<file path="config.mk">
export PLATFORM = sky130hd
export DESIGN_NAME = encoder_period_speed_meter_core_flat
export DESIGN_NICKNAME = d
export VERILOG_FILES = /design/src/design/epsm_pkg.sv /design/src/design/epsm_if.sv /design/src/design/epsm_div.sv /design/src/design/encoder_period_speed_meter_core.sv /design/src/flat_wrapper.sv
export SDC_FILE = /design/constraint.sdc
export NUM_CORES = 2
export LEC_CHECK = 0
export BUFFER_PORTS_ARGS = -buffer_cell sky130_fd_sc_hd__buf_2
export CAP_MARGIN = 30
export CORE_UTILIZATION = 50
export CTS_CLUSTER_SIZE = 10
export DETAILED_ROUTE_END_ITERATION = 8
export PLACE_DENSITY_LB_ADDON = 0.12
export SLEW_MARGIN = 30
export SYNTH_ARGS = -nofsm -noshare
export SYNTH_HDL_FRONTEND = slang
export SYNTH_SLANG_ARGS = --single-unit
</file>
<file path="constraint.sdc">
create_clock -name clk -period 15.4 [get_ports clk]
set_input_delay 0.77 -clock clk [delete_from_list [all_inputs] [get_ports clk]]
set_output_delay 0.77 -clock clk [all_outputs]
set_load 0.05 [all_outputs]
</file>
<file path="src/design/epsm_pkg.sv">
// Shared types and constants for the encoder period speed meter.
package epsm_pkg;

	localparam int unsigned TIME_W    = 32;
	localparam int unsigned POS_W     = 32;
	localparam int unsigned SPEED_W   = 16;
	localparam int unsigned QUIET_W   = 16;
	localparam int unsigned CLK_HZ_W  = 27;
	localparam int unsigned PPR_W     = 12;
	localparam int unsigned TICK_W    = 10;
	localparam int unsigned TMO_W     = 16;
	localparam int unsigned CFG_IDX_W = 2;
	localparam int unsigned CFG_W     = 27;
	localparam int unsigned SCALE_W   = 10;
	localparam int unsigned NUM_W     = CLK_HZ_W + SCALE_W;
	localparam int unsigned DEN_W     = PPR_W + TIME_W;
	localparam int unsigned DVS_W     = DEN_W + SPEED_W;

	// tenths of rpm: 60 s/min times 10
	localparam logic [SCALE_W-1:0] RPM_SCALE = 10'd600;

	localparam logic [CFG_IDX_W-1:0] REG_CLOCK_HZ   = 2'd0;
	localparam logic [CFG_IDX_W-1:0] REG_PULSES_REV = 2'd1;
	localparam logic [CFG_IDX_W-1:0] REG_TICK_MS    = 2'd2;
	localparam logic [CFG_IDX_W-1:0] REG_TIMEOUT_MS = 2'd3;

	localparam logic [CLK_HZ_W-1:0] CLOCK_HZ_RST   = 27'd16000000;
	localparam logic [PPR_W-1:0]    PULSES_REV_RST = 12'd95;
	localparam logic [TICK_W-1:0]   TICK_MS_RST    = 10'd10;
	localparam logic [TMO_W-1:0]    TIMEOUT_MS_RST = 16'd200;

	localparam logic OP_PULSE = 1'b0;
	localparam logic OP_TICK  = 1'b1;

	typedef struct packed {
		logic                done;
		logic                sat;
		logic [SPEED_W-1:0]  quot;
	} epsm_div_res_t;

endpackage

</file>
<file path="src/design/epsm_if.sv">
// Item channel interfaces: encoder events in, meter results out.
interface epsm_in_if;
	logic        valid;
	logic        ready;
	logic        operation;
	logic [31:0] capture_time;
	logic        direction_high;

	modport source (output valid, operation, capture_time, direction_high, input ready);
	modport sink   (input valid, operation, capture_time, direction_high, output ready);
endinterface

interface epsm_out_if;
	logic               valid;
	logic               ready;
	logic signed [31:0] position_count;
	logic               moving_forward;
	logic [31:0]        period_ticks;
	logic [15:0]        rpm_tenths;

	modport source (output valid, position_count, moving_forward, period_ticks, rpm_tenths,
		input ready);
	modport sink   (input valid, position_count, moving_forward, period_ticks, rpm_tenths,
		output ready);
endinterface

</file>
<file path="src/design/epsm_div.sv">
// Iterative restoring divider with 16-bit saturating quotient.
module epsm_div (
	input  logic                          clk,
	input  logic                          arst_n,
	input  logic                          start,
	input  logic [epsm_pkg::NUM_W-1:0]    num,
	input  logic [epsm_pkg::DEN_W-1:0]    den,
	output epsm_pkg::epsm_div_res_t       res
);
	import epsm_pkg::*;

	typedef enum logic [1:0] {
		D_IDLE,
		D_SAT,
		D_ITER
	} div_state_t;

	div_state_t           state_q;
	logic [NUM_W-1:0]     rem_q;
	logic [DVS_W-1:0]     dvs_q;
	logic [SPEED_W-1:0]   quot_q;
	logic [3:0]           cnt_q;
	logic                 done_q;
	logic                 sat_q;
	logic                 ge;

	assign ge  = {{(DVS_W-NUM_W){1'b0}}, rem_q} >= dvs_q;
	assign res = '{done: done_q, sat: sat_q, quot: quot_q};

	always_ff @(posedge clk or negedge arst_n) begin
		if (!arst_n) begin
			state_q <= D_IDLE;
			done_q  <= 1'b0;
			sat_q   <= 1'b0;
			cnt_q   <= '0;
			rem_q   <= '0;
			dvs_q   <= '0;
			quot_q  <= '0;
		end else begin
			done_q <= 1'b0;
			case (state_q)
				D_IDLE: begin
					if (start) begin
						rem_q   <= num;
						dvs_q   <= {den, {SPEED_W{1'b0}}};
						quot_q  <= '0;
						cnt_q   <= '0;
						sat_q   <= 1'b0;
						state_q <= D_SAT;
					end
				end
				D_SAT: begin
					// quotient would not fit in 16 bits
					if (ge) begin
						sat_q   <= 1'b1;
						done_q  <= 1'b1;
						state_q <= D_IDLE;
					end else begin
						dvs_q   <= dvs_q >> 1;
						state_q <= D_ITER;
					end
				end
				D_ITER: begin
					if (ge) begin
						rem_q <= rem_q - dvs_q[NUM_W-1:0];
					end
					quot_q <= {quot_q[SPEED_W-2:0], ge};
					dvs_q  <= dvs_q >> 1;
					cnt_q  <= cnt_q + 4'd1;
					if (cnt_q == 4'd15) begin
						done_q  <= 1'b1;
						state_q <= D_IDLE;
					end
				end
				default: begin
					state_q <= D_IDLE;
				end
			endcase
		end
	end

endmodule

</file>
<file path="src/design/encoder_period_speed_meter_core.sv">
// Encoder period speed meter: one channel, position, period and rpm from pulse captures.
// Each input item is either an encoder pulse (operation 0) carrying its capture timestamp
// and direction pin level, or a periodic tick (operation 1). Every item yields exactly one
// result showing position, direction, last period and speed after the update. A pulse
// takes the period as the 32-bit wrapping timestamp difference, steps the signed position,
// clears the quiet timer and recomputes rpm_tenths = clock_hz*600 / (pulses_per_rev*period),
// truncated and saturated at 65535; a zero divisor keeps the previous speed. A tick adds
// tick_ms to the saturating quiet timer and forces speed to zero once the timer exceeds
// timeout_ms. A pulse item passes through the accept, the multiply step that forms both
// products, the divider start, a saturation check and sixteen quotient steps in the
// restoring divider, the take of the quotient and the load of the result register. A
// saturating quotient ends the divider after the check, a zero divisor skips the divider,
// and a tick goes straight from the accept to the load. The input is not ready while an
// item is in work; the result register lets the next item enter while a result waits,
// and the load of a new result holds until the waiting one is taken. Configuration writes
// are taken at any cycle with cfg_we high and must only be issued while the block is idle.
module encoder_period_speed_meter_core (
	input  logic                               clk,
	input  logic                               arst_n,
	input  logic                               cfg_we,
	input  logic [epsm_pkg::CFG_IDX_W-1:0]     cfg_index,
	input  logic [epsm_pkg::CFG_W-1:0]         cfg_data,
	epsm_in_if.sink                            item_in,
	epsm_out_if.source                         result_out
);
	import epsm_pkg::*;

	typedef enum logic [2:0] {
		ST_IDLE,
		ST_MUL,
		ST_START,
		ST_DIV,
		ST_FIN
	} state_t;

	state_t                 state_q;

	// configuration
	logic [CLK_HZ_W-1:0]    clock_hz_q;
	logic [PPR_W-1:0]       ppr_q;
	logic [TICK_W-1:0]      tick_ms_q;
	logic [TMO_W-1:0]       timeout_q;

	// channel state
	logic [TIME_W-1:0]      prev_time_q;
	logic [TIME_W-1:0]      period_q;
	logic [POS_W-1:0]       pos_q;
	logic                   fwd_q;
	logic [SPEED_W-1:0]     speed_q;
	logic [QUIET_W-1:0]     quiet_q;

	// divider operands
	logic [NUM_W-1:0]       num_q;
	logic [DEN_W-1:0]       den_q;
	logic                   div_start;
	epsm_div_res_t          div_res;

	// result register
	logic                   out_valid_q;
	logic [POS_W-1:0]       out_pos_q;
	logic                   out_fwd_q;
	logic [TIME_W-1:0]      out_period_q;
	logic [SPEED_W-1:0]     out_speed_q;

	logic                   in_acc;
	logic [QUIET_W:0]       quiet_sum;
	logic [QUIET_W-1:0]     quiet_next;
	logic [CLK_HZ_W+SCALE_W-1:0] num_prod;
	logic [DEN_W-1:0]       den_prod;

	assign item_in.ready = (state_q == ST_IDLE);
	assign in_acc        = item_in.valid && item_in.ready;

	assign quiet_sum  = {1'b0, quiet_q} + {{(QUIET_W+1-TICK_W){1'b0}}, tick_ms_q};
	assign quiet_next = quiet_sum[QUIET_W] ? {QUIET_W{1'b1}} : quiet_sum[QUIET_W-1:0];

	assign num_prod = clock_hz_q * RPM_SCALE;
	assign den_prod = ppr_q * period_q;

	assign div_start = (state_q == ST_START) && (den_q != '0);

	assign result_out.valid          = out_valid_q;
	assign result_out.position_count = out_pos_q;
	assign result_out.moving_forward = out_fwd_q;
	assign result_out.period_ticks   = out_period_q;
	assign result_out.rpm_tenths     = out_speed_q;

	epsm_div u_div (
		.clk    (clk),
		.arst_n (arst_n),
		.start  (div_start),
		.num    (num_q),
		.den    (den_q),
		.res    (div_res)
	);

	// configuration registers
	always_ff @(posedge clk or negedge arst_n) begin
		if (!arst_n) begin
			clock_hz_q <= CLOCK_HZ_RST;
			ppr_q      <= PULSES_REV_RST;
			tick_ms_q  <= TICK_MS_RST;
			timeout_q  <= TIMEOUT_MS_RST;
		end else if (cfg_we) begin
			case (cfg_index)
				REG_CLOCK_HZ:   clock_hz_q <= cfg_data[CLK_HZ_W-1:0];
				REG_PULSES_REV: ppr_q      <= cfg_data[PPR_W-1:0];
				REG_TICK_MS:    tick_ms_q  <= cfg_data[TICK_W-1:0];
				REG_TIMEOUT_MS: timeout_q  <= cfg_data[TMO_W-1:0];
				default: begin
				end
			endcase
		end
	end

	// sequencer, channel state and result register
	always_ff @(posedge clk or negedge arst_n) begin
		if (!arst_n) begin
			state_q      <= ST_IDLE;
			prev_time_q  <= '0;
			period_q     <= '0;
			pos_q        <= '0;
			fwd_q        <= 1'b1;
			speed_q      <= '0;
			quiet_q      <= '0;
			num_q        <= '0;
			den_q        <= '0;
			out_valid_q  <= 1'b0;
			out_pos_q    <= '0;
			out_fwd_q    <= 1'b0;
			out_period_q <= '0;
			out_speed_q  <= '0;
		end else begin
			// drop the result once the sink takes it, unless a new one loads now
			if (out_valid_q && result_out.ready && (state_q != ST_FIN)) begin
				out_valid_q <= 1'b0;
			end
			case (state_q)
				ST_IDLE: begin
					if (in_acc) begin
						if (item_in.operation == OP_PULSE) begin
							period_q    <= item_in.capture_time - prev_time_q;
							prev_time_q <= item_in.capture_time;
							fwd_q       <= item_in.direction_high;
							pos_q       <= item_in.direction_high ? pos_q + 32'd1
								: pos_q - 32'd1;
							quiet_q     <= '0;
							state_q     <= ST_MUL;
						end else begin
							quiet_q <= quiet_next;
							if (quiet_next > timeout_q) begin
								speed_q <= '0;
							end
							state_q <= ST_FIN;
						end
					end
				end
				ST_MUL: begin
					// both products formed in the same cycle, registered before the divider
					num_q   <= num_prod[NUM_W-1:0];
					den_q   <= den_prod;
					state_q <= ST_START;
				end
				ST_START: begin
					// zero period or zero pulses_per_rev: keep the old speed
					state_q <= (den_q != '0) ? ST_DIV : ST_FIN;
				end
				ST_DIV: begin
					if (div_res.done) begin
						speed_q <= div_res.sat ? {SPEED_W{1'b1}} : div_res.quot;
						state_q <= ST_FIN;
					end
				end
				ST_FIN: begin
					// hold while an earlier result still waits
					if (!out_valid_q || result_out.ready) begin
						out_valid_q  <= 1'b1;
						out_pos_q    <= pos_q;
						out_fwd_q    <= fwd_q;
						out_period_q <= period_q;
						out_speed_q  <= speed_q;
						state_q      <= ST_IDLE;
					end
				end
				default: begin
					state_q <= ST_IDLE;
				end
			endcase
		end
	end

endmodule

</file>
<file path="src/flat_wrapper.sv">
// flat-port wrapper written by rule: the top's interface ports become plain ports
module encoder_period_speed_meter_core_flat import epsm_pkg::*;
  (clk, arst_n, cfg_we, cfg_index, cfg_data, item_in_valid, item_in_operation, item_in_capture_time, item_in_direction_high, item_in_ready, result_out_valid, result_out_position_count, result_out_moving_forward, result_out_period_ticks, result_out_rpm_tenths, result_out_ready);
  epsm_in_if item_in_i ();
  epsm_out_if result_out_i ();
  input  logic clk;
  input  logic arst_n;
  input  logic cfg_we;
  input  logic [epsm_pkg::CFG_IDX_W-1:0] cfg_index;
  input  logic [epsm_pkg::CFG_W-1:0] cfg_data;
  input wire logic [$bits(item_in_i.valid)-1:0] item_in_valid;
  input wire logic [$bits(item_in_i.operation)-1:0] item_in_operation;
  input wire logic [$bits(item_in_i.capture_time)-1:0] item_in_capture_time;
  input wire logic [$bits(item_in_i.direction_high)-1:0] item_in_direction_high;
  output wire logic [$bits(item_in_i.ready)-1:0] item_in_ready;
  output wire logic [$bits(result_out_i.valid)-1:0] result_out_valid;
  output wire logic [$bits(result_out_i.position_count)-1:0] result_out_position_count;
  output wire logic [$bits(result_out_i.moving_forward)-1:0] result_out_moving_forward;
  output wire logic [$bits(result_out_i.period_ticks)-1:0] result_out_period_ticks;
  output wire logic [$bits(result_out_i.rpm_tenths)-1:0] result_out_rpm_tenths;
  input wire logic [$bits(result_out_i.ready)-1:0] result_out_ready;
  assign item_in_i.valid = item_in_valid;
  assign item_in_i.operation = item_in_operation;
  assign item_in_i.capture_time = item_in_capture_time;
  assign item_in_i.direction_high = item_in_direction_high;
  assign item_in_ready = item_in_i.ready;
  assign result_out_valid = result_out_i.valid;
  assign result_out_position_count = result_out_i.position_count;
  assign result_out_moving_forward = result_out_i.moving_forward;
  assign result_out_period_ticks = result_out_i.period_ticks;
  assign result_out_rpm_tenths = result_out_i.rpm_tenths;
  assign result_out_i.ready = result_out_ready;
  encoder_period_speed_meter_core u_core (.clk(clk), .arst_n(arst_n), .cfg_we(cfg_we), .cfg_index(cfg_index), .cfg_data(cfg_data), .item_in(item_in_i), .result_out(result_out_i));
endmodule
</file>
==> parameters.txt <==
Parameter                              Value

Run status
  Outcome ... complete, no violations

Synth
  Cell area after synthesis ... 40700 um2
  Share of synthesized area occupied by flip-flops and latches ... 0.294
  Post-Synthesis Cells ... approximately 4400
  Leading register cell type out of synthesis ... dfrtp_1
  Post-Syn Nets ... 5083
  Post-synthesis sequential element count ... 478
  Async set or reset register ratio after synthesis ... 1.00
  Number of enable-type register cells in the synthesized netlist ... 0
  Count of distinct cell types in the synthesized netlist ... between 80 and 90
  Number of warnings issued by yosys ... 0
  Mean area per synthesized cell ... 9.34 um2

Global routing
  Maximum number of pins on one net before global-route repair ... 88
  Vias in the first global route ... 29804
  Global route overflow ... 0
  First-pass GRT wire length ... around 160000 um
  Aggregate global-route resource usage ... 0.240
  Number of antenna violations at the first check in global routing ... 10

Clocking
  Worst skew pair latency ... around 0.65 ns
  PostCTS Resize Cnt ... 0
  Total number of H-tree levels ... 2
  Setup Fix Bufs, Post-CTS ... 0
  Number of hold-repair buffers added at the cts stage ... 0
  CTS tree ... yes
  TritonCTS buffer count ... 58
  Clock net sink count ... 478
  CTS Buffer Depth ... 3
  Clock transition at the register clock pins on the worst setup and hold paths after CTS ... about 0.060 ns
  CTS Root Cell ... clkbuf_16

Route
  Aggregate routed wire length ... 96700 um
  Number of remaining DRC errors ... 0
  Via count ... 29651
  WL per Instance ... 17.5 um
  Per-cell via count in the routed design ... 5.38
  Remaining antenna violation count ... 0
  First-pass iteration count of the detailed router ... 5
  Number of DRC violations after detailed-routing iteration 0 ... 1714

Die
  Starting density of the core ... 0.506
  Area inside the core boundary ... just over 80000 um2
  Std cell rows ... 104
  Area enclosed by the die boundary ... 82600 um2
  DIE WIDTH ... 287 um
  Die Y ... 287 um
  Top-level port count ... 151

Placement
  HPWL after detailed placement ... 72900 um
  Worst slack at placement ... approximately 8.8 ns
  # port buffers ... 150
  Placed standard-cell area ... 42300 um2
  Routability Congestion ... 0.868

Critical path
  Number of cells on the worst reg-to-reg path ... 19
  Critical path depth in cells ... 19
  End of the worst register-to-register path ... u_core.den_q[43]$_DFFE_PN0P_
  Critical Path RT ... between 15 and 20 ns
  CP arrival ... roughly 7 ns
  Most used cell, CP ... fa_1
  Critical path buffers and inverters ... 3
  Reg-to-reg setup timing slack ... around 8.7 ns
  Ordered list of cells on the worst path ... nand2_1, fa_1, fa_1, fa_1, inv_1, fa_1, inv_1, fa_1, inv_1, ha_1, a2111oi_0, a211oi_1, a211oi_1, o31a_1, or4b_1, a21oi_1, o21ai_1, mux2i_1, nand4_1
  CP endpoint kind ... flop
  R2r startpoint ... u_core.ppr_q[4]$_DFFE_PN1P_
  CP max FO ... 33
  Master of the slowest instance on the critical path ... dfstp_2
  Category of cells accounting for the largest share of critical-path delay ... adder cells
  Type of the setup path with the least slack ... reg2reg
  Critical Path Start Type ... flop
  Max incr delay on CP ... about 1 ns

Layout
  Area of all placed cells without fillers ... 44100 um2
  Final Util ... 0.548
  Final nets ... 5133
  Area added between synthesis and finish ... 8.27%
  Fraction of layout instances using a drive strength above 1 ... 0.107

STA
  Min setup slack post-route ... 8.74 ns
  Final setup viols ... 0
  RSZ-0062 raised after global routing ... no
  Final period utilization ... 0.432
  Post-layout minimum cycle time ... 6.66 ns
  Max-slew headroom at the worst pin ... 0.408
  Transition at the pin with the smallest max-transition slack ... 0.885 ns
  Clock skew ... ~0.062 ns
  Total Negative Setup Slacks ... 0 ns
  Number of failing hold endpoints at the final stage ... 0
  Max Clock Freq ... 0.150 GHz
  Max-slew violation count ... 0

Min path
  Hold Crit Class ... in2async

Run
  Number of max-cap violations ... 0
==> Yosys cell counts, types with 5 or more instances <==
cell	count	area, um2
or3_1	16	100
o21ai_0	268	1340
o31ai_1	31	233
nand4_1	21	131
nand3b_1	12	90.1
a22o_1	30	263
or4_1	5	37.5
o21ai_1	21	105
o21bai_1	21	158
nor4_1	21	131
xnor2_1	80	701
fa_1	349	6990
o21a_1	24	180
nand2b_1	35	219
a211oi_1	30	225
o31a_1	5	43.8
mux2i_1	109	1090
nand2_1	662	2480
nor3b_1	10	75.1
o211ai_1	18	135
mux2_2	165	1860
o2111ai_1	8	70.1
inv_1	595	2230
o221ai_1	5	43.8
o41ai_1	7	61.3
ha_1	305	3820
nor2_1	135	507
a211o_1	5	43.8
or2_2	12	75.1
a21boi_0	8	60.1
dfrtp_1	459	11500
xor2_1	63	552
nor3_1	32	160
and3_1	32	200
a21oi_1	178	891
a31oi_1	21	131
clkbuf_1	166	623
buf_2	10	50.1
nand3_1	58	290
and2_1	117	732
buf_1	6	22.5
and4_1	12	105
dfstp_2	19	499
a21o_1	91	683
nor2b_1	21	131
==> per-stage QoR <==
step / instances / hold slack, ns
floorplan: 4361 / 0.442
global placement: 5410 / 0.461
detailed placement: 5411 / 0.465
CTS: 5513 / 0.0468
global route: 5514 / 0.0658
finish: 5515 / 0.0743
==> flip-flops by register name, indices dropped and copies added (netlist names), 27 cells and up <==
name / count
u_core.clock_hz_q: 27
u_core.den_q: 44
u_core.num_q: 34
u_core.period_q: 32
u_core.pos_q: 32
u_core.prev_time_q: 32
u_core.result_out.period_ticks: 32
u_core.result_out.position_count: 32
u_core.u_div.dvs_q: 60
u_core.u_div.rem_q: 37
==> worst max path at each step <==
stage	startpoint	endpoint	slack, ns
4_1_cts	u_core.ppr_q[4]$_DFFE_PN1P_	u_core.den_q[43]$_DFFE_PN0P_	8.72
5_1_grt	u_core.ppr_q[4]$_DFFE_PN1P_	u_core.den_q[43]$_DFFE_PN0P_	8.29
2_1_floorplan	u_core.ppr_q[4]$_DFFE_PN1P_	u_core.den_q[37]$_DFFE_PN0P_	9.46
3_3_place_gp	u_core.ppr_q[4]$_DFFE_PN1P_	u_core.den_q[43]$_DFFE_PN0P_	8.91
6_report	u_core.ppr_q[4]$_DFFE_PN1P_	u_core.den_q[43]$_DFFE_PN0P_	8.74
3_5_place_dp	u_core.ppr_q[4]$_DFFE_PN1P_	u_core.den_q[43]$_DFFE_PN0P_	8.76
==> final cells by class <==
cell class              count  area (um2)
multi-input cells        3097       25800
clock inverters            10         121
clock buffers              92        1650
fillers                  7341       36400
diodes                      2        5.00
well taps                1060        1330
flip-flops and latches    478       12000
inverters                 597        2240
repair buffers            179        1010
==> cells by family (layout without fill, tap and decap cells) <==
logic type,after synthesis,after routing,share of synthesized area
AO/OA/AOI/OAI,810,810,0.125
XOR/XNOR,143,143,0.0307
adder cells (fa/ha/maj),654,654,0.265
buffers and inverters,786,878,0.0746
flip-flops,478,478,0.294
multiplexers,275,275,0.0729
other,0,2,0
AND/OR/NAND/NOR,1215,1215,0.138
==> layout by cell type (no fill, tap or decap), types with 9 or more instances in the layout <==
master	count
a31oi_1	21
nand4_1	21
buf_4	25
mux2i_1	109
nand3b_1	12
inv_1	595
nor3b_1	9
xnor2_1	80
nor4_1	21
nor2_1	134
and2_1	117
and4_1	12
ha_1	303
a22o_1	30
o21a_1	24
a21oi_1	178
or2_2	13
a21o_1	91
o21bai_1	21
buf_2	149
mux2_2	165
xor2_1	63
nand2_1	662
nor2b_1	21
nand2b_1	34
and3_1	32
clkbuf_1	27
o211ai_1	18
dfstp_2	19
o31ai_1	31
o21ai_1	21
nand3_1	57
or3_1	15
a211oi_1	30
nor3_1	31
o21ai_0	268
fa_1	349
clkbuf_16	58
dfrtp_1	459
==> metal layers <==
metal,vias to the layer above,GRT usage,share of wire
met3,141,0.0389,0.047
met4,18,0.0634,0.024
met1,14408,0.349,0.48
met5,-,0,0.0013
li1,14548,-,-
met2,536,0.372,0.44
Power is left out: the tool's default activity adds up to more than one toggle a clock period on the data nets, which glitch-free logic cannot reach.
